`config.mk`:
```
export PLATFORM = sky130hd
export DESIGN_NAME = ttc_merge
export DESIGN_NICKNAME = d
export VERILOG_FILES = /design/src/rtl/ttc_pkg.sv /design/src/rtl/ttc_merge.sv
export SDC_FILE = /design/constraint.sdc
export NUM_CORES = 1
export LEC_CHECK = 0
export ABC_AREA = 1
export BUFFER_PORTS_ARGS = -buffer_cell sky130_fd_sc_hd__buf_4
export CORE_ASPECT_RATIO = 2
export CORE_MARGIN = 2
export CORE_UTILIZATION = 49
export CTS_CLUSTER_SIZE = 16
export DETAILED_ROUTE_END_ITERATION = 8
export HOLD_SLACK_MARGIN = 0.03
export PLACE_DENSITY = 0.85
export REMOVE_ABC_BUFFERS = 1
export SLEW_MARGIN = 10
export SYNTH_ARGS = -nofsm -noshare
export SYNTH_HDL_FRONTEND = slang
export SYNTH_SLANG_ARGS = --single-unit
```
`constraint.sdc`:
```
create_clock -name clock -period 6.1 [get_ports clock]
set_clock_uncertainty 0.05 [all_clocks]
set_input_delay 1.525 -clock clock [delete_from_list [all_inputs] [get_ports clock]]
set_output_delay 1.525 -clock clock [all_outputs]
set_load 0.1 [all_outputs]
```
`src/rtl/ttc_pkg.sv`:
```
package ttc_pkg;

   localparam int MAX_CHANNELS = 8;
   localparam int MAX_ROWS     = 1024;
   localparam int SAMPLE_WIDTH = 16;

   localparam int ROW_BITS  = $clog2(MAX_ROWS);
   localparam int ROWS_BITS = ROW_BITS + 1;
   localparam int CH_BITS   = $clog2(MAX_CHANNELS);
   localparam int FIELD_W   = 16;

   localparam int REQ_DATA_W = 160;
   localparam int RSP_DATA_W = 32;

   typedef enum logic [2:0] {
      ST_STOP  = 3'd0,
      ST_ARMED = 3'd1,
      ST_TRIG  = 3'd2,
      ST_WAIT  = 3'd3,
      ST_DONE  = 3'd4
   } status_type;

   typedef enum logic [2:0] {
      MODE_TICK   = 3'd0,
      MODE_FORCE  = 3'd1,
      MODE_ARM    = 3'd2,
      MODE_STOP   = 3'd3,
      MODE_READ   = 3'd4,
      MODE_DONE   = 3'd5,
      MODE_SPARE6 = 3'd6,
      MODE_SPARE7 = 3'd7
   } mode_type;

   typedef enum logic [3:0] {
      REL_EQ   = 4'd0,
      REL_NE   = 4'd1,
      REL_LT   = 4'd2,
      REL_GT   = 4'd3,
      REL_ANY0 = 4'd4,
      REL_ANY1 = 4'd5,
      REL_ALL0 = 4'd6,
      REL_ALL1 = 4'd7,
      REL_NONE = 4'd8
   } relation_type;

   typedef enum logic [2:0] {
      REG_STEP      = 3'd0,
      REG_CHANNELS  = 3'd1,
      REG_ROWS      = 3'd2,
      REG_PERCENT   = 3'd3,
      REG_RELATION  = 3'd4,
      REG_THRESHOLD = 3'd5,
      REG_SIGNED    = 3'd6,
      REG_AUTO      = 3'd7
   } reg_index_type;

   typedef struct packed {
      logic [MAX_CHANNELS-1:0] en;
      logic [ROW_BITS-1:0]     row;
      logic                    zero;
   } lane_write_type;

   typedef struct packed {
      logic [2:0]         state;
      logic               fired;
      logic               trig_row;
      logic [9:0]         oldest;
      logic               hit;
      logic [CH_BITS-1:0] channel;
   } rsp_meta_type;

endpackage

```
`src/rtl/ttc_merge.sv`:
```
module ttc_merge
   import ttc_pkg::*;
(
   input  logic                                     clock,
   input  logic                                     reset,
   input  logic                                     accept,
   input  rsp_meta_type                             meta,
   input  logic [MAX_CHANNELS-1:0][SAMPLE_WIDTH-1:0] lane_data,
   input  logic                                     rsp_tready,
   output logic                                     stage_free,
   output logic                                     rsp_tvalid,
   output logic [RSP_DATA_W-1:0]                    rsp_tdata
);

   logic s1_valid_ff, s1_valid_in;
   rsp_meta_type s1_meta_ff;
   logic out_valid_ff, out_valid_in;
   logic [RSP_DATA_W-1:0] out_data_ff;
   logic advance;
   logic [15:0] rdata;

   assign advance    = s1_valid_ff && (!out_valid_ff || rsp_tready);
   assign stage_free = !s1_valid_ff || advance;

   assign s1_valid_in  = accept ? 1'b1 : (advance ? 1'b0 : s1_valid_ff);
   assign out_valid_in = advance ? 1'b1 : (rsp_tready ? 1'b0 : out_valid_ff);

   assign rdata = s1_meta_ff.hit ? 16'(lane_data[s1_meta_ff.channel]) : '0;

   always_ff @(posedge clock) begin
      if (reset) begin
         s1_valid_ff  <= 1'b0;
         out_valid_ff <= 1'b0;
      end else begin
         s1_valid_ff  <= s1_valid_in;
         out_valid_ff <= out_valid_in;
      end
   end

   always_ff @(posedge clock) begin
      if (accept) begin
         s1_meta_ff <= meta;
      end
      if (advance) begin
         out_data_ff <= {1'b0, s1_meta_ff.oldest, s1_meta_ff.trig_row, rdata,
                         s1_meta_ff.fired, s1_meta_ff.state};
      end
   end

   assign rsp_tvalid = out_valid_ff;
   assign rsp_tdata  = out_data_ff;

endmodule

```
=== After elaboration in Yosys (flattened, before gate mapping) ===
Cells that the tools add are included.
Widths: inputs -> output; s select.

* Flip-flop bits (word level): 52
* Latch bits: 0
* Bits in writable memories: 0
* ROM bits: 0
* Output and inout bits: 34
* Logic and storage cells: 24
* Memories kept: 0

* $add $sub $neg: 0
* Multipliers: 0
* Div/mod/pow operators: 0
* $lt $le $gt $ge: 1
* Eq/ne operators: 0
* Shift-type cells: 0
* Muxes and demuxes: 6
* Bitwise logic cells: 0
* Reductions and logical operators: 7

{| class="wikitable"
|+ Operator list
! operator !! count
|-
| $bmux 16 s3 || 1
|-
| $mux 16 || 1
|-
| $lt 3x4->1 const B || 1
|-
| $mux 1 || 4
|-
| $reduce_bool 2->1 || 2
|-
| $logic_not 1->1 || 2
|-
| $logic_or 1x1->1 || 2
|-
| $logic_and 1x1->1 || 1
|}

=== Longest topological paths before layout ===
Gate-level depths: netlist (run 1).

* Word-level depth: 5
* Mapped depth: 7

=== Least setup slack after synthesis (run 1) ===
OpenSTA, ideal clock, no wires.

* Kind: input-to-output
* From: input port rsp_tready
* To: output port stage_free
* Arrival: 2.339 ns
* Data required time: 4.525 ns
* Setup slack: 2.186 ns
* Stages on the path: 2
* Buffers on the path: 0
* Path through: inv_1 nand3_1

* Cells in the longest elaborated chain, start to end: 3

{| class="wikitable"
|+ Ends and longest elaborated chain
! what !! RTL line !! text
|-
| start: declaration || ttc_merge.sv:9 || <nowiki>input logic rsp_tready,</nowiki>
|-
| $logic_or 1x1->1 || ttc_merge.sv:22 || <nowiki>assign advance = s1_valid_ff && (!out_valid_ff || rsp_tready);</nowiki>
|-
| $logic_and 1x1->1 || ttc_merge.sv:22 ||
|-
| $logic_or 1x1->1 || ttc_merge.sv:23 || <nowiki>assign stage_free = !s1_valid_ff || advance;</nowiki>
|-
| end: declaration || ttc_merge.sv:10 || <nowiki>output logic stage_free,</nowiki>
|}

No other way between the ends.

=== Final worst setup path (run 1) ===
Same ends and word-level chain as after synthesis.

==> results of run 1 <==
-- metal layers --
metal	vias up	track usage	wire length (um)
li1	1774	-	-
met1	1482	0.236	3290
met2	163	0.421	4370
met3	22	0.0619	851
met4	0	0.113	286
met5	-	0	0
-- sequential cells by signal (all words and copies together) (netlist names) --
signal / flops
rsp_tdata: 31
s1_meta_ff: 19
rsp_tvalid: 1
s1_valid_ff: 1
-- worst max-delay path: cells and delay by family --
family	cells	cell delay, ns
buffers and inverters	3	0.48
AND/OR/NAND/NOR	1	0.12
-- area by class of cell --
cell class / instances / area [um^2]
Clock inverter: 3 / 21.3
Inverter: 133 / 499
Sequential cell: 52 / 1540
Tap cell: 90 / 113
Timing Repair Buffer: 184 / 1380
Multi-Input combinational cell: 278 / 1160
Clock buffer: 5 / 125
Fill cell: 568 / 1990
-- logic make-up (layout without fill, tap and decap cells) --
| kind of cell | count (synthesis) | count (layout) | synth area share |
|---|---|---|---|
| buffers and inverters | 159 | 325 | 0.209 |
| and+or+nand+nor | 274 | 274 | 0.332 |
| AOI/OAI and AO/OA | 3 | 3 | 0.00441 |
| DFF | 52 | 52 | 0.453 |
| other | 1 | 1 | 0.00110 |
-- per-stage QoR --
| stage | hold WS [ns] | power (W) | utilization | instances |
|---|---|---|---|---|
| 3_3_place_gp | 0.351 | 0.000752 | 0.687 | 737 |
| 6_report | 0.370 | 0.00103 | 0.708 | 745 |
| 4_1_cts | 0.373 | 0.00104 | 0.708 | 745 |
| 5_1_grt | 0.378 | 0.00107 | 0.708 | 745 |
| 3_5_place_dp | 0.356 | 0.000759 | 0.687 | 737 |
| 2_1_floorplan | 0.350 | 0.000633 | - | 463 |
-- path summary, 6_finish.rpt --
kind | start | to | slack [ns] | cells after the start
worst min register to register | s1_meta_ff[5] | rsp_tdata[22] | 0.37 | 0
worst min-delay path | s1_meta_ff[5] | rsp_tdata[22] | 0.37 | 0
worst max register to register | s1_meta_ff[1] | rsp_tdata[7] | 3.57 | 5
worst max-delay path | rsp_tready | stage_free | 2.40 | 4
-- synth_stat cells, drive strengths merged --
cell | number | area (um^2)
nand2 | 161 | 604
nor2 | 32 | 120
dfxtp | 2 | 40.0
buf | 24 | 205
conb | 1 | 3.75
edfxtp | 50 | 1500
nand3 | 81 | 405
inv | 133 | 499
a21oi | 3 | 15.0
clkbuf | 2 | 7.51
-- power by group through the flow --
stage                     clock network [W]  registers (W)  logic (W)
after CTS                          0.000283       0.000442   0.000310
final                              0.000277       0.000442   0.000307
after global routing               0.000294       0.000444   0.000336
after detailed placement                  0       0.000450   0.000309
after global placement                    0       0.000448   0.000305
after floorplan                           0       0.000536  0.0000976
==> impl_metrics.ini, run 1 <==
[synth]
syn_area_um2 = 3400
ys_ff_latch = 52
ys_seq_area_frac = 0.453
syn_avg_cell_area_um2 = 6.96
netlist_instances = 489
synth_warnings = 0
ys_types = 14

[worst_setup_path]
cp_common_cell = buf_4
cp-end-kind = output pin
cp_slowest_cell = buf_4
cp_max_fo = 3
cp.required_ns = 4.53
cp_cell_sequence = buf_4, inv_1, nand3_1, buf_4
worstSetupPathType = in -> out
cp.arrival_ns = 2.12
cpPeakStageDelay_ns = 0.25
critPathLaunchType = input port

[floorplan]
core_um2 = 6830
die_w_um = 62.9
start_util = 0.498
die_h_um = 122
pin_count = 185
dieArea_um2 = 7670
row_count = 43

[pwr]
p_seq_frac = 0.430
power_switching_w = 0.000334
p_per_area_nw_per_um2 = 212
leakage_nw = 2.79
peakVddDrop_uv = 182
p_sw_frac = 0.325
internal_power_w = 0.000692
p_comb_frac = 0.300
clock_power_share = 0.270

[global_routing]
overflow = 0
grt_use_total = 0.229
grt_pass1_wl_um = 13900
grt_pass1_vias = 3359
grt_antenna_before_repair = 0
grt_max_degree = 65

[timing]
max_slew_margin = 0.190
hold_violations = 0
rsz0062_at_grt = false
max_freq_ghz = 0.270
tightestPinTransition_ns = 1.21
setup_ws_ns = 2.40
setup_viol = 0
drv_slew = 0
fin_crit_ns = 3.70
min_period_over_period = 0.606
final.setup.tns_ns = 0

[clock_tree]
worstSkewPairLatency_ns = 0.29
post_cts_resize_count = 0
cts_tree = built
ctsLongestPathBuffers = 2
clk_pin_slew_ns = 0.07
cts_root_buf = clkbuf_16
htreeDepth = 2
postCtsHoldBufs = 0
cts.sinks = 52
cts_setup_buffers = 0
cts_buffers = 5

[detailed_routing]
dr.pass1.iters = 4
drc_errors = 0
antenna_left = 0
dr_total_vias = 3441
wl_per_cell_um = 11.8
viasPerCell = 4.62
drt_iter0_drc = 120
drt-total-wl_um = 8800

[run]
maxCapViolCount = 0

[hold_path]
hold_path.class = reg -> reg

[placement]
hpwl_um = 6380
gp_congestion = 0.816
place_area_um2 = 4690
place_ws_ns = 2.40
numPortBuffers = 183

[status]
outcome = finished clean

[layout]
insertedDiodeCount = 0
nNetsFinal = 805
mostFrequentLayoutCell = buf_4
final_cell_mix = 184 x buf_4, 161 x nand2_1, 131 x inv_1
postLayoutCellArea_um2 = 4840
area_delta_synth_final_pct = 42.3
drive_gt1_frac = 0.298
No activity file was read; power rests on OpenSTA's default activity.
==> run 2, diff against run 1 <==
--- a/config.mk
+++ b/config.mk
@@ -9,11 +9,11 @@
 export BUFFER_PORTS_ARGS = -buffer_cell sky130_fd_sc_hd__buf_4
 export CORE_ASPECT_RATIO = 2
 export CORE_MARGIN = 2
-export CORE_UTILIZATION = 49
+export CORE_UTILIZATION = 45
 export CTS_CLUSTER_SIZE = 16
 export DETAILED_ROUTE_END_ITERATION = 8
 export HOLD_SLACK_MARGIN = 0.03
-export PLACE_DENSITY = 0.85
+export PLACE_DENSITY = 0.79
 export REMOVE_ABC_BUFFERS = 1
 export SLEW_MARGIN = 10
 export SYNTH_ARGS = -nofsm -noshare
==> constraint.sdc (replaced) <==
create_clock -name clock -period 3.6 [get_ports clock]
set_clock_uncertainty 0.05 [all_clocks]
set_input_delay 0.9 -clock clock [delete_from_list [all_inputs] [get_ports clock]]
set_output_delay 0.9 -clock clock [all_outputs]
set_load 0.1 [all_outputs]
==> run 2 against run 1 <==
Net effect: power rose by 70%; clock-buffer cell count rose by 1; sequential share of layout area hardly changed; highest routed layer unchanged; flip-flop and latch count is the same; combinational power up 71%; die area is 8.4% higher; largest power group unchanged; critical path type is now reg -> reg; critical path depth increased by 1; largest cell class unchanged; via count fell by 0.46%; sequential power is 69% higher.
==> impl_metrics.ini, run 2 (synthesized netlist as in run 1, its figures left out) <==
[status]
outcome = finished clean

[worst_setup_path]
r2r_cells = 5
cp.arrival_ns = 2.50
cp_max_fo = 33
r2r-end = rsp_tdata[4]
rrSetupSlack_ns = 1.09
critPathLaunchType = register
cp-end-kind = register
cp.required_ns = 3.59
r2r-start = s1_meta_ff[1]
worstSetupPathType = reg -> reg

[floorplan]
dieArea_um2 = 8310
die_h_um = 127
row_count = 44
start_util = 0.465
pin_count = 185
die_w_um = 65.5
core_um2 = 7320

[detailed_routing]
antenna_left = 0
dr_total_vias = 3425
drc_errors = 0
wl_per_cell_um = 12.5
drt-total-wl_um = 9340
drt_iter0_drc = 171
viasPerCell = 4.59
dr.pass1.iters = 4

[clock_tree]
cts_setup_buffers = 0
cts_tree = built
htreeDepth = 2
ctsLongestPathBuffers = 2
postCtsHoldBufs = 0
cts.sinks = 52
clk_pin_slew_ns = 0.07
cts_buffers = 5
worstSkewPairLatency_ns = 0.29
cts_root_buf = clkbuf_16
post_cts_resize_count = 0

[run]
maxCapViolCount = 0

[layout]
insertedDiodeCount = 0
fin_util = 0.661
largest_reg_flops = 31
nNetsFinal = 805
mostFrequentLayoutCell = buf_4
final_cell_mix = 184 x buf_4, 161 x nand2_1, 131 x inv_1
stdcell_count = 747
drive_gt1_frac = 0.296
area_delta_synth_final_pct = 42.3

[global_routing]
grt_antenna_before_repair = 0
overflow = 0
grt_use_total = 0.224
grt_pass1_vias = 3320
grtUsageMet1 = 0.246
grtUsageMet3 = 0.0275
grtUsageMet2 = 0.424
grt_max_degree = 65
grt.busiest_layer = met2
grt_pass1_wl_um = 14500

[timing]
drv_slew = 0
tightestPinTransition_ns = 1.20
rsz0062_at_grt = false
fin_crit_ns = 2.51
max_freq_ghz = 0.398
setup_viol = 0
hold_violations = 0
max_slew_margin = 0.198
min_period_over_period = 0.698
final.setup.tns_ns = 0

[pwr]
p_seq_frac = 0.429
peakVddDrop_uv = 317
power_switching_w = 0.000567
finalPower_w = 0.00174
leakage_nw = 2.79
p_comb_frac = 0.301
p_sw_frac = 0.326
clock_power_share = 0.270
internal_power_w = 0.00117
p_per_area_nw_per_um2 = 360

[placement]
numPortBuffers = 183
placed_cells = 739
hpwl_um = 6800
gp_congestion = 0.832

[hold_path]
worstHoldStart = s1_meta_ff[17]
hold_path.class = reg -> reg
holdPathStages = 0
min_to = rsp_tdata[1]
[run 2: cell types whose count changed in the layout (fill, tap and decap cells not counted)]
cell	before	now
inv_6	1	0
clkbuf_1	0	1
clkinv_2	1	0
clkinv_4	0	1
[run 2: layout make-up]
cell class                 instances  area (um^2)
clock buffer                       6          129
clock inverter                     2         16.3
fill                             660         2480
inverter                         133          499
multi-input combinational        278         1160
sequential                        52         1540
tap                               92          115
timing repair buffer             184         1380
[run 2: metal layers]
metal	vias to the layer above	share of wire	wire [um]
li1	1771	-	-
met1	1517	0.36	3390
met2	119	0.56	5240
met3	18	0.050	470
met4	0	0.025	238
met5	-	0	0
[run 2: through the flow]
step           hold WS (ns)  setup slack, ns  instance area, um^2
3_5_place_dp          0.355             1.13                 4700
4_1_cts               0.370             1.06                 4840
5_1_grt               0.375            0.934                 4840
3_3_place_gp          0.351             1.16                 4700
2_1_floorplan         0.350            0.640                 3190
6_report              0.369             1.09                 4840
[run 2: how the worst max path moves through the flow]
stage,start,end,slack (ns),cells after the start
2_1_floorplan,rsp_tready,rsp_tdata[0],0.64,2
3_3_place_gp,s1_meta_ff[1],rsp_tdata[4],1.16,5
3_5_place_dp,s1_meta_ff[1],rsp_tdata[4],1.13,5
4_1_cts,s1_meta_ff[1],rsp_tdata[4],1.06,5
5_1_grt,s1_meta_ff[1],rsp_tdata[7],0.93,5
6_report,s1_meta_ff[1],rsp_tdata[4],1.09,5
[run 2: power groups by stage]
stage	logic (W)	registers [W]	clock network [W]
final	0.000524	0.000748	0.000470
after global routing	0.000572	0.000753	0.000498
after CTS	0.000528	0.000748	0.000477
after detailed placement	0.000525	0.000761	0
after global placement	0.000518	0.000757	0
after floorplan	0.000165	0.000908	0
[run 2: worst max-delay path: stages, from the launching register on]
cell,delay [ns]
edfxtp_1,1.15
inv_2,0.57
nand3_1,0.22
nand2_1,0.07
nor2_1,0.13
nor2_1,0.07
