**config.mk**
```make
export PLATFORM = sky130hd
export DESIGN_NAME = ttc_ctrl
export DESIGN_NICKNAME = d
export VERILOG_FILES = /design/src/rtl/ttc_pkg.sv /design/src/rtl/ttc_ctrl.sv
export SDC_FILE = /design/constraint.sdc
export NUM_CORES = 1
export LEC_CHECK = 0
export CORE_ASPECT_RATIO = 1.75
export CORE_MARGIN = 3
export CORE_UTILIZATION = 40
export CTS_CLUSTER_DIAMETER = 100
export CTS_CLUSTER_SIZE = 40
export DETAILED_ROUTE_END_ITERATION = 8
export DONT_BUFFER_PORTS = 1
export SKIP_LAST_GASP = 1
export SYNTH_ARGS = -nofsm -noshare
export SYNTH_HDL_FRONTEND = slang
export SYNTH_SLANG_ARGS = --single-unit
```
**constraint.sdc**
```tcl
create_clock -name clock -period 21.2 [get_ports clock]
set_input_delay 3.18 -clock clock [delete_from_list [all_inputs] [get_ports clock]]
set_output_delay 3.18 -clock clock [all_outputs]
set_load 0.02 [all_outputs]
```
**src/rtl/ttc_pkg.sv**
```systemverilog
package ttc_pkg;

   localparam int MAX_CHANNELS = 8;
   localparam int MAX_ROWS     = 1024;
   localparam int SAMPLE_WIDTH = 16;

   localparam int ROW_BITS  = $clog2(MAX_ROWS);
   localparam int ROWS_BITS = ROW_BITS + 1;
   localparam int CH_BITS   = $clog2(MAX_CHANNELS);
   localparam int FIELD_W   = 16;

   localparam int REQ_DATA_W = 160;
   localparam int RSP_DATA_W = 32;

   typedef enum logic [2:0] {
      ST_STOP  = 3'd0,
      ST_ARMED = 3'd1,
      ST_TRIG  = 3'd2,
      ST_WAIT  = 3'd3,
      ST_DONE  = 3'd4
   } status_type;

   typedef enum logic [2:0] {
      MODE_TICK   = 3'd0,
      MODE_FORCE  = 3'd1,
      MODE_ARM    = 3'd2,
      MODE_STOP   = 3'd3,
      MODE_READ   = 3'd4,
      MODE_DONE   = 3'd5,
      MODE_SPARE6 = 3'd6,
      MODE_SPARE7 = 3'd7
   } mode_type;

   typedef enum logic [3:0] {
      REL_EQ   = 4'd0,
      REL_NE   = 4'd1,
      REL_LT   = 4'd2,
      REL_GT   = 4'd3,
      REL_ANY0 = 4'd4,
      REL_ANY1 = 4'd5,
      REL_ALL0 = 4'd6,
      REL_ALL1 = 4'd7,
      REL_NONE = 4'd8
   } relation_type;

   typedef enum logic [2:0] {
      REG_STEP      = 3'd0,
      REG_CHANNELS  = 3'd1,
      REG_ROWS      = 3'd2,
      REG_PERCENT   = 3'd3,
      REG_RELATION  = 3'd4,
      REG_THRESHOLD = 3'd5,
      REG_SIGNED    = 3'd6,
      REG_AUTO      = 3'd7
   } reg_index_type;

   typedef struct packed {
      logic [MAX_CHANNELS-1:0] en;
      logic [ROW_BITS-1:0]     row;
      logic                    zero;
   } lane_write_type;

   typedef struct packed {
      logic [2:0]         state;
      logic               fired;
      logic               trig_row;
      logic [9:0]         oldest;
      logic               hit;
      logic [CH_BITS-1:0] channel;
   } rsp_meta_type;

endpackage

```
**src/rtl/ttc_ctrl.sv**
```systemverilog
module ttc_ctrl
   import ttc_pkg::*;
(
   input  logic                clock,
   input  logic                reset,
   input  logic                accept,
   input  logic [2:0]          req_mode,
   input  logic [FIELD_W-1:0]  req_trigger_value,
   input  logic [9:0]          req_read_row,
   input  logic [2:0]          req_read_channel,
   input  logic                csr_valid,
   input  logic [2:0]          csr_index,
   input  logic [15:0]         csr_data,
   output logic                clearing,
   output lane_write_type      lane_write,
   output logic [ROW_BITS-1:0] rd_row,
   output rsp_meta_type        meta
);

   localparam int PROD_BITS   = $clog2(MAX_ROWS * 99 + 1);
   localparam int RECIP_SHIFT = 26;
   localparam int RECIP_BITS  = 20;
   localparam logic [RECIP_BITS-1:0] RECIP = RECIP_BITS'((2 ** RECIP_SHIFT + 99) / 100);
   localparam logic [6:0] PCT_MAX = 7'd99;
   localparam logic [ROWS_BITS-1:0] ROWS_MAX = ROWS_BITS'(MAX_ROWS);
   localparam logic [3:0] CHANS_MAX = 4'(MAX_CHANNELS);

   status_type status_ff, status_in;
   logic [15:0] dec_ff, dec_in;
   logic [ROW_BITS-1:0] wr_ff, wr_in;
   logic [ROW_BITS-1:0] post_ff, post_in;
   logic force_ff, force_in;
   logic prev_ff, prev_in;

   logic [15:0] step_ff, step_in;
   logic [3:0] chans_ff, chans_in;
   logic [ROWS_BITS-1:0] rows_ff, rows_in;
   logic [6:0] pct_ff, pct_in;
   logic [3:0] rel_ff, rel_in;
   logic [15:0] thr_ff, thr_in;
   logic sgn_ff, sgn_in;
   logic auto_ff, auto_in;
   logic [PROD_BITS-1:0] prod_ff, prod_in;

   logic clear_ff, clear_in;
   logic [ROW_BITS-1:0] clear_row_ff, clear_row_in;

   logic [PROD_BITS+RECIP_BITS-1:0] trig_prod;
   logic [ROW_BITS-1:0] trig_row;
   logic [ROW_BITS-1:0] cur_row;
   logic [ROWS_BITS-1:0] cur_inc;
   logic [ROW_BITS-1:0] wr_next;
   logic [16:0] dec_next;
   logic keep;
   logic cond;
   logic now;
   logic fired;
   logic do_write;
   logic [ROWS_BITS-1:0] post_fire;
   logic [ROWS_BITS-1:0] rr_ext;
   logic [ROWS_BITS-1:0] phys_sum;
   logic [ROWS_BITS-1:0] phys;
   logic rr_in;
   logic [ROW_BITS-1:0] oldest;
   logic [15:0] pv;
   logic [ROWS_BITS-1:0] csr_rows;
   logic [6:0] csr_pct;

   assign trig_prod = (PROD_BITS+RECIP_BITS)'(prod_ff) * (PROD_BITS+RECIP_BITS)'(RECIP);
   assign trig_row  = trig_prod[RECIP_SHIFT +: ROW_BITS];
   assign cur_row   = (ROWS_BITS'(wr_ff) < rows_ff) ? wr_ff : '0;
   assign cur_inc   = ROWS_BITS'(cur_row) + ROWS_BITS'(1);
   assign wr_next   = (cur_inc >= rows_ff) ? '0 : cur_inc[ROW_BITS-1:0];
   assign dec_next  = {1'b0, dec_ff} + 17'd1;
   assign keep      = dec_next >= {1'b0, step_ff};
   assign post_fire = rows_ff - ROWS_BITS'(trig_row) - ROWS_BITS'(1);
   assign rr_ext    = ROWS_BITS'(req_read_row);
   assign rr_in     = rr_ext < rows_ff;
   assign phys_sum  = ROWS_BITS'(cur_row) + rr_ext;
   assign phys      = (phys_sum >= rows_ff) ? phys_sum - rows_ff : phys_sum;
   assign rd_row    = phys[ROW_BITS-1:0];
   assign pv        = req_trigger_value;
   assign csr_rows  = (csr_data[10:0] == '0) ? ROWS_BITS'(1) :
                      (ROWS_BITS'(csr_data[10:0]) > ROWS_MAX) ? ROWS_MAX :
                      ROWS_BITS'(csr_data[10:0]);
   assign csr_pct   = (csr_data[6:0] > PCT_MAX) ? PCT_MAX : csr_data[6:0];
   assign clearing  = clear_ff;

   always_comb begin
      case (rel_ff)
         REL_EQ:   cond = pv == thr_ff;
         REL_NE:   cond = pv != thr_ff;
         REL_LT:   cond = sgn_ff ? ($signed(pv) < $signed(thr_ff)) : (pv < thr_ff);
         REL_GT:   cond = sgn_ff ? ($signed(pv) > $signed(thr_ff)) : (pv > thr_ff);
         REL_ANY0: cond = (~pv & thr_ff) != '0;
         REL_ANY1: cond = (pv & thr_ff) != '0;
         REL_ALL0: cond = (~pv & thr_ff) == thr_ff;
         REL_ALL1: cond = (pv & thr_ff) == thr_ff;
         default:  cond = 1'b0;
      endcase
   end

   assign now = cond || force_ff;

   always_comb begin
      status_in    = status_ff;
      dec_in       = dec_ff;
      wr_in        = wr_ff;
      post_in      = post_ff;
      force_in     = force_ff;
      prev_in      = prev_ff;
      step_in      = step_ff;
      chans_in     = chans_ff;
      rows_in      = rows_ff;
      pct_in       = pct_ff;
      rel_in       = rel_ff;
      thr_in       = thr_ff;
      sgn_in       = sgn_ff;
      auto_in      = auto_ff;
      prod_in      = prod_ff;
      clear_in     = clear_ff;
      clear_row_in = clear_row_ff;
      fired        = 1'b0;
      do_write     = 1'b0;

      if (clear_ff) begin
         clear_row_in = clear_row_ff + ROW_BITS'(1);
         if (clear_row_ff == ROW_BITS'(MAX_ROWS - 1)) begin
            clear_in = 1'b0;
         end
      end

      if (accept) begin
         case (req_mode)
            MODE_TICK: begin
               if (!keep) begin
                  dec_in = dec_next[15:0];
               end else begin
                  dec_in = '0;
                  case (status_ff)
                     ST_ARMED: begin
                        force_in = 1'b0;
                        if (now && !prev_ff) begin
                           fired     = 1'b1;
                           post_in   = post_fire[ROW_BITS-1:0];
                           status_in = ST_TRIG;
                        end
                        prev_in = now;
                     end
                     ST_TRIG: begin
                        if (post_ff != '0) begin
                           post_in = post_ff - ROW_BITS'(1);
                        end else begin
                           status_in = ST_WAIT;
                        end
                     end
                     ST_DONE: status_in = auto_ff ? ST_ARMED : ST_STOP;
                     default: ;
                  endcase
                  if (status_in == ST_ARMED || status_in == ST_TRIG) begin
                     do_write = 1'b1;
                     wr_in    = wr_next;
                  end
               end
            end
            MODE_FORCE: force_in = 1'b1;
            MODE_ARM: begin
               if (status_ff == ST_STOP) begin
                  status_in = ST_ARMED;
               end
            end
            MODE_STOP: status_in = ST_STOP;
            MODE_DONE: begin
               if (status_ff == ST_WAIT) begin
                  status_in = ST_DONE;
               end
            end
            default: ;
         endcase
      end

      if (csr_valid) begin
         case (csr_index)
            REG_STEP: begin
               step_in   = (csr_data == '0) ? 16'd1 : csr_data;
               dec_in    = '0;
               status_in = ST_STOP;
            end
            REG_CHANNELS: begin
               chans_in  = (csr_data[3:0] > CHANS_MAX) ? CHANS_MAX : csr_data[3:0];
               status_in = ST_STOP;
            end
            REG_ROWS: begin
               rows_in   = csr_rows;
               prod_in   = PROD_BITS'(csr_rows) * PROD_BITS'(pct_ff);
               status_in = ST_STOP;
            end
            REG_PERCENT: begin
               pct_in    = csr_pct;
               prod_in   = PROD_BITS'(rows_ff) * PROD_BITS'(csr_pct);
               status_in = ST_STOP;
            end
            REG_RELATION: begin
               rel_in    = csr_data[3:0];
               status_in = ST_STOP;
            end
            REG_THRESHOLD: begin
               thr_in    = csr_data;
               status_in = ST_STOP;
            end
            REG_SIGNED: begin
               sgn_in    = csr_data[0];
               status_in = ST_STOP;
            end
            REG_AUTO: auto_in = csr_data[0];
            default: ;
         endcase
      end
   end

   assign oldest = (ROWS_BITS'(wr_in) < rows_ff) ? wr_in : '0;

   always_comb begin
      lane_write.row  = clear_ff ? clear_row_ff : cur_row;
      lane_write.zero = clear_ff;
      for (int c = 0; c < MAX_CHANNELS; c++) begin
         lane_write.en[c] = clear_ff || (do_write && (c < int'(chans_ff)));
      end
   end

   always_comb begin
      meta.state    = status_in;
      meta.fired    = fired;
      meta.trig_row = (req_mode == MODE_READ) && rr_in && (rr_ext == ROWS_BITS'(trig_row));
      meta.oldest   = 10'(oldest);
      meta.hit      = (req_mode == MODE_READ) && rr_in &&
                      ({1'b0, req_read_channel} < chans_ff);
      meta.channel  = CH_BITS'(req_read_channel);
   end

   always_ff @(posedge clock) begin
      if (reset) begin
         status_ff    <= ST_STOP;
         dec_ff       <= '0;
         wr_ff        <= '0;
         post_ff      <= '0;
         force_ff     <= 1'b0;
         prev_ff      <= 1'b0;
         step_ff      <= 16'd1;
         chans_ff     <= 4'd0;
         rows_ff      <= ROWS_BITS'(10);
         pct_ff       <= 7'd50;
         rel_ff       <= REL_NONE;
         thr_ff       <= '0;
         sgn_ff       <= 1'b0;
         auto_ff      <= 1'b1;
         prod_ff      <= PROD_BITS'(500);
         clear_ff     <= 1'b1;
         clear_row_ff <= '0;
      end else begin
         status_ff    <= status_in;
         dec_ff       <= dec_in;
         wr_ff        <= wr_in;
         post_ff      <= post_in;
         force_ff     <= force_in;
         prev_ff      <= prev_in;
         step_ff      <= step_in;
         chans_ff     <= chans_in;
         rows_ff      <= rows_in;
         pct_ff       <= pct_in;
         rel_ff       <= rel_in;
         thr_ff       <= thr_in;
         sgn_ff       <= sgn_in;
         auto_ff      <= auto_in;
         prod_ff      <= prod_in;
         clear_ff     <= clear_in;
         clear_row_ff <= clear_row_in;
      end
   end

endmodule

```
## Yosys cells after proc, flatten, opt, wreduce, memory -nomap -nowiden

Cells that the tools add are included.

- Magnitude comparators: 22
- Reductions and logical operators: 48
- Add/sub/neg operators: 8
- Shifts and indexed selects: 0
- Multiplexer cells: 54
- Bitwise gates (word level): 3
- Equality and inequality tests: 35
- Div/mod/pow operators: 0
- Multiply operators: 3

Operators by type and width:

| cell | number |
|---|---|
| 2-to-1 mux 10 bit | 11 |
| 2-to-1 mux 16 bit | 6 |
| == test 16 bit | 3 |
| multiplier 17 x 20 -> 36 bit (second input constant) | 1 |
| multiplier 11 x 7 -> 17 bit | 2 |
| case mux 17 bit (2 select lines) | 1 |
| < comparator 10 x 11 -> 1 bit | 3 |
| 2-to-1 mux 3 bit | 11 |
| AND 16 bit | 2 |
| > comparator 16 bit | 2 |
| < comparator 16 bit | 2 |
| nonzero test 16 bit | 2 |
| >= comparator 11 bit | 2 |
| 2-to-1 mux 11 bit | 2 |
| == test 3 x 2 -> 1 bit (second input constant) | 7 |
| == test 3 bit (second input constant) | 7 |
| case mux 10 bit (2 select lines) | 1 |
| subtractor 10 x 1 -> 10 bit (second input constant) | 2 |
| subtractor 10 bit | 2 |
| AND reduction 2 bit | 9 |
| adder 16 x 1 -> 17 bit (second input constant) | 1 |
| >= comparator 17 x 16 -> 1 bit | 1 |
| == test 4 x 3 -> 1 bit (second input constant) | 4 |
| zero test 16 bit | 1 |
| other kinds (37) | 88 |

- Output and inout bits: 49
- Latch bits: 0
- RAM bits: 0
- Bits of input ports: 55
- Register bits: 129
- Memories: 0
- Memory bits (read-only): 0
- Word-level logic and storage cells: 190

## Depth between registers and ports, before layout

Gate-level depths: netlist of the first run.

- Depth in word-level cells: 19
- Depth in mapped cells: 32
- Mapped depth without buffers: 31

## Worst setup path after synthesis of the first run

No wires, ideal clock.

- Path kind: input-to-output
- Start: in req_read_row[1]
- End: out rd_row[0]
- Stages on the path: 18
- Data arrival time: 6.503 ns
- Data required time: 18.020 ns
- Buffers on the path: 1
- Setup slack: 11.517 ns
- Cells stage by stage: ha_1 -> a21o_1 -> a21oi_1 -> o21ai_0 -> a21oi_1 -> o21ai_0 -> a21oi_1 -> o21bai_1 -> a21oi_1 -> xnor2_1 -> ha_1 -> nand4_1 -> nor2_1 -> a41o_1 -> or3_1 -> o21a_1 -> clkbuf_1 -> mux2i_1

- Word-level cells in the longest chain between the ends: 3

Ends and longest elaborated chain:

| what | line | text |
|---|---|---|
| start, declared | ttc_ctrl.sv:9 | `input logic [9:0] req_read_row,` |
| adder 10 x 10 -> 11 bit | ttc_ctrl.sv:79 | `assign phys_sum = ROWS_BITS'(cur_row) + rr_ext;` |
| >= comparator 11 bit | ttc_ctrl.sv:80 | `assign phys = (phys_sum >= rows_ff) ? phys_sum - rows_ff : phys_sum;` |
| 2-to-1 mux 10 bit | ttc_ctrl.sv:80 |  |
| end, declared | ttc_ctrl.sv:16 | `output logic [ROW_BITS-1:0] rd_row,` |

Every way passes these cells.

==> results of run 1 <==
flip-flops by register name, indices dropped and copies added (netlist names):
name          count
force_ff          1
prev_ff           1
status_ff         3
clear_row_ff     10
chans_ff          4
pct_ff            7
post_ff          10
wr_ff            10
thr_ff           16
prod_ff          17
dec_ff           16
rows_ff          11
step_ff          16
clearing          1
sgn_ff            1
auto_ff           1
rel_ff            4
through the flow:
stage          cell area, um2  setup WS (ps)  total power [mW]  hold slack [ps]  utilization
6_report                21300          10500              1.63              454        0.428
4_1_cts                 21300          10510              1.64              453        0.428
5_1_grt                 21300           9870              1.78              473        0.428
3_3_place_gp            20600          11120              1.28              443        0.415
2_1_floorplan           20100          11520              1.02              436            -
3_5_place_dp            20600          10990              1.30              446        0.415
cell type report:
type                    count  area share
clock buffers              19      0.0203
clock inverters            12     0.00976
inverters                 371      0.0654
multi-input cells        1863       0.742
flip-flops and latches    129       0.121
well taps                 660      0.0388
repair buffers              7     0.00247
critical path: cells and delay by family (launching register included):
kind / cells / cell delay, ps
compound gates: 15 / 3280
simple gates: 9 / 1360
fa+ha+maj: 4 / 1260
flops: 1 / 500
buf+inv: 2 / 500
xor+xnor: 1 / 160
power breakdown:
part | internal [mW] | switching (mW)
clock | 0.209 | 0.121
sequential | 0.247 | 0.0119
combinational | 0.435 | 0.604
metal layers:
| metal | share of wire | GRT usage |
|---|---|---|
| met5 | 0 | 0 |
| met4 | 0.072 | 0.141 |
| met3 | 0.036 | 0.0327 |
| met2 | 0.55 | 0.435 |
| met1 | 0.34 | 0.217 |
cell usage in the layout (no fill, tap or decap), types with 35 or more instances in the layout:
cell / instances
a21oi_1: 156
and2_1: 44
dfxtp_1: 129
fa_1: 195
ha_1: 347
inv_1: 371
nand2_1: 312
nand3_1: 45
nor2_1: 147
nor3_1: 35
o21ai_0: 77
xnor2_1: 67
xor2_1: 57
how the worst max path moves through the flow:
| stage | startpoint | end | slack, ps | cells after the start |
|---|---|---|---|---|
| after detailed placement | rows_ff[1]$_SDFFE_PP1P_ | meta[8] | 10990 | 31 |
| final | rows_ff[1]$_SDFFE_PP1P_ | meta[8] | 10500 | 31 |
| after global placement | rows_ff[1]$_SDFFE_PP1P_ | meta[8] | 11120 | 31 |
| after CTS | rows_ff[1]$_SDFFE_PP1P_ | meta[8] | 10510 | 31 |
| after global routing | rows_ff[1]$_SDFFE_PP1P_ | meta[8] | 9870 | 31 |
| after floorplan | req_read_row[1] | rd_row[0] | 11520 | 18 |
kinds of logic (layout without fill, tap and decap cells):
family                     count (synthesis)  count (layout)
and+or+nand+nor                          749             749
adders and majority gates                542             542
buffers and inverters                    465             409
AOI/OAI and AO/OA                        420             420
DFF                                      129             129
xor gates and xnor gates                 124             124
muxes                                     28              28
==> results.toml, run 1 <==
[layout]
drive_gt1_frac = 0.0333
fin_cells = 3061
area_growth_pct = 5.64
multiInputGateArea_um2 = 15800
num-nets-final = 2986
fillCellCount = 5127
antenna_cells = 0
final-seq-area_um2 = 2580

[timing]
fin_skew_ps = 17.2
setup_tns_ps = 0
worst_slew_pin_slew_ps = 1320
finalSetupViolCount = 0
hold_violations = 0
slew_headroom = 0.113
rsz0062_at_grt = "false"
period_share = 0.505
fmaxAchievable_mhz = 93.5
period_minus_slack_ps = 10700
maxSlewViolCount = 0

[critical_path]
worstReg2RegStart = "prod_ff[5]$_SDFFE_PP1P_"
arrival_ps = 7520
worstRegToRegCells = 29
crit_type = "reg2out"
r2r_slack_ps = 12860
worstPathMaxFanout = 10
crit_required_ps = 18020
max_stage_delay_ps = 570
start_kind = "flip-flop"
critPathSlowestCell = "a31oi_1"
reg2reg_to = "post_ff[9]$_SDFFE_PP0P_"
end_kind = "primary output"

[global_routing]
grt_overflow = 0
track_usage = 0.224
antenna_found_initial = 0
grt_first_pass_wirelength_um = 93100
grt_max_degree = 92
grt_pass1_vias = 17600

[logic_synthesis]
synth_fp_nets = 3054
synth_compound_area_frac = 0.132
yosysTopAreaCell = "ha_1"
synth_seq_cells = 129
synth_fa_ha_area_frac = 0.409
postSynth.asyncResetShare = 0
synthSimpleGateAreaFrac = 0.174
syn_area_per_cell_um2 = 8.20
netlist_area_um2 = 20100
syn_inst = 2457
ys_types = 74
synth_mux_area_frac = 0.0148
synthXorXnorAreaFrac = 0.0539
yosysMostFrequentCell = "inv_1"
yosys_warnings = 0
synth_commonest_cells = "371 x inv_1, 347 x ha_1, 312 x nand2_1, 195 x fa_1, 156 x a21oi_1"
synth_top_family_by_area = "adder cells"
synthTopCellsByArea = "ha_1 22%, fa_1 19%, dfxtp_1 13%"
yosysSeqAreaShare = 0.128
synth_edf_count = 0
synth_ff_type = "dfxtp_1"
yosys.area.top_type_share = 0.215

[clock_network]
post_cts_buffers = 0
clock_path_buffers = 2
cts_hold_buf = 0
htreeDepth = 4
postCtsResizedCells = 0
path_clk_slew_ps = 60
cts_tree = "yes"
cts.sinks = 129
clkLatencyLatePin_ps = 440
numCtsBuffers = 17
cts_root_buf = "clkbuf_16"

[power_and_ir_drop]
p_leak_nw = 10.4
peakVddDrop_mv = 0.0752
power_density_nw_per_um2 = 76.5

[die]
dieWidth_um = 176
core-area_um2 = 49700
io_pins = 104
initial_core_util = 0.405
dieArea_um2 = 53200
floorplan.rows = 108
die_h_um = 303

[place]
port_buffers = 0
place_inst = 3030
dp_hpwl_um = 49400
place_congestion = 0.955

[worst_hold_path]
min_path_type = "reg2reg"
hold_end = "step_ff[13]$_SDFFE_PP0P_"
whs_path_depth = 2
hp-start = "step_ff[13]$_SDFFE_PP0P_"

[routing]
drtIter0Drc = 908
ant_nets = 0
viasPerCell = 5.51
routedWlPerCell_um = 19.4
vias = 16900
drc = 0
dr.pass1.iters = 5
routed_wl_um = 59500

[status]
status = "completed"

[flow_run]
drv_cap = 0
No activity file was read; power rests on OpenSTA's default activity.
==> run 2: changes to the inputs <==
- clock period: 21.2 -> 9.9 ns (I/O delays scaled with it)
==> run 2 against run 1 <==
Critical path depth did not move. Clock power rose by 94%. Via count rose by 0.49%. Routed wire length rose by 1.0%. Combinational power rose by 110%. Global-route usage rose by 0.28 points. Die area did not move. Core utilization barely moved. Flip-flop and latch count did not move. Power rose by 110%. Cell area barely moved. Largest cell class unchanged. Largest power group unchanged. Highest routed layer unchanged.
==> results.toml, run 2 (synthesis results as in run 1) <==
[global_routing]
gr-usage-met2 = 0.452
track_usage = 0.227
use_met3 = 0.0311
grt_overflow = 0
grtUsageMet1 = 0.217
antenna_found_initial = 0
grt_first_pass_wirelength_um = 94200
grt_max_degree = 92
grt_pass1_vias = 17800
busiest_layer = "met2"

[timing]
rsz0062_at_grt = "false"
fin_skew_ps = 8.63
finalHoldWorstSlack_ps = 455
finalSetupViolCount = 0
period_minus_slack_ps = 8850
period_share = 0.894
slew_headroom = 0.329
fin_ws_ps = 1050
worst_slew_pin_slew_ps = 1000
hold_violations = 0
setup_tns_ps = 0
fmaxAchievable_mhz = 113
maxSlewViolCount = 0

[die]
floorplan.rows = 108
dieArea_um2 = 53200
io_pins = 104
core-area_um2 = 49700
dieWidth_um = 176
die_h_um = 303
initial_core_util = 0.405

[routing]
viasPerCell = 5.53
drc = 0
routedWlPerCell_um = 19.6
vias = 17000
drtIter0Drc = 853
ant_nets = 0
routed_wl_um = 60100
dr.pass1.iters = 5

[layout]
antenna_cells = 0
top_register = "prod_ff"
layout_commonest_cell = "inv_1"
drive_gt1_frac = 0.0361
largest_reg_flops = 17
post-route-util = 0.428
num-nets-final = 2992
layout_common_cells = "371 x inv_1, 347 x ha_1, 312 x nand2_1"
area_growth_pct = 5.58

[status]
status = "completed"

[place]
dp_hpwl_um = 50200
place_congestion = 0.940
port_buffers = 0
place_ws_ps = 1600

[critical_path]
crit_type = "reg2out"
critPathSlowestCell = "a31oi_1"
max_stage_delay_ps = 540
worstPathMaxFanout = 10
end_kind = "primary output"
arrival_ps = 7370
start_kind = "flip-flop"
crit_required_ps = 8420

[power_and_ir_drop]
p_total_mw = 3.39
p_leak_nw = 10.4
power_density_nw_per_um2 = 159
peakVddDrop_mv = 0.171

[clock_network]
cts_hold_buf = 0
cts_root_buf = "clkbuf_16"
postCtsResizedCells = 0
clkLatencyLatePin_ps = 440
cts.sinks = 129
clock_path_buffers = 2
numCtsBuffers = 17
cts_tree = "yes"
htreeDepth = 4
post_cts_buffers = 0
path_clk_slew_ps = 60

[flow_run]
drv_cap = 0

[worst_hold_path]
min_path_type = "reg2reg"
## run 2: area by class of cell
type	instances	area [um2]
clock buffer	19	453
clock inverter	12	133
fill	5157	28500
inverter	371	1390
multi-input combinational	1863	15800
sequential	129	2580
tap	660	826
timing repair buffer	13	97.6
## run 2: critical path, delay by kind of cell, from the launching register on
kind                       cells  cell delay [ps]
DFF                            1              530
adders and majority gates      4             1200
buffers and inverters          2              500
and+or+nand+nor                9             1370
xor gates and xnor gates       1              170
AOI/OAI and AO/OA             15             3150
## run 2: per-stage QoR
stage / instances / instance area [um2]
3_5_place_dp: 3036 / 20700
3_3_place_gp: 3036 / 20700
2_1_floorplan: 2457 / 20100
5_1_grt: 3067 / 21300
6_report: 3067 / 21300
4_1_cts: 3067 / 21300
## run 2: where the power goes
group / internal (mW) / switching (mW) / leakage [nW]
Combinational: 0.924 / 1.27 / 9.10
Clock: 0.383 / 0.256 / 0.282
Sequential: 0.530 / 0.0239 / 1.04
## run 2: final timing paths
kind / from / to / slack, ps / cells past startpoint
max: rows_ff[1]$_SDFFE_PP1P_ / meta[8] / 1050 / 31
min: step_ff[10]$_SDFFE_PP0P_ / step_ff[10]$_SDFFE_PP0P_ / 460 / 2
max reg2reg: prod_ff[5]$_SDFFE_PP1P_ / post_ff[9]$_SDFFE_PP0P_ / 1620 / 29
min reg2reg: step_ff[10]$_SDFFE_PP0P_ / step_ff[10]$_SDFFE_PP0P_ / 460 / 2
## run 2: layer usage
layer | share of wire | vias up
met1 | 0.34 | 8324
met5 | 0 | -
met4 | 0.064 | 0
met2 | 0.56 | 429
li1 | - | 8036
met3 | 0.037 | 165
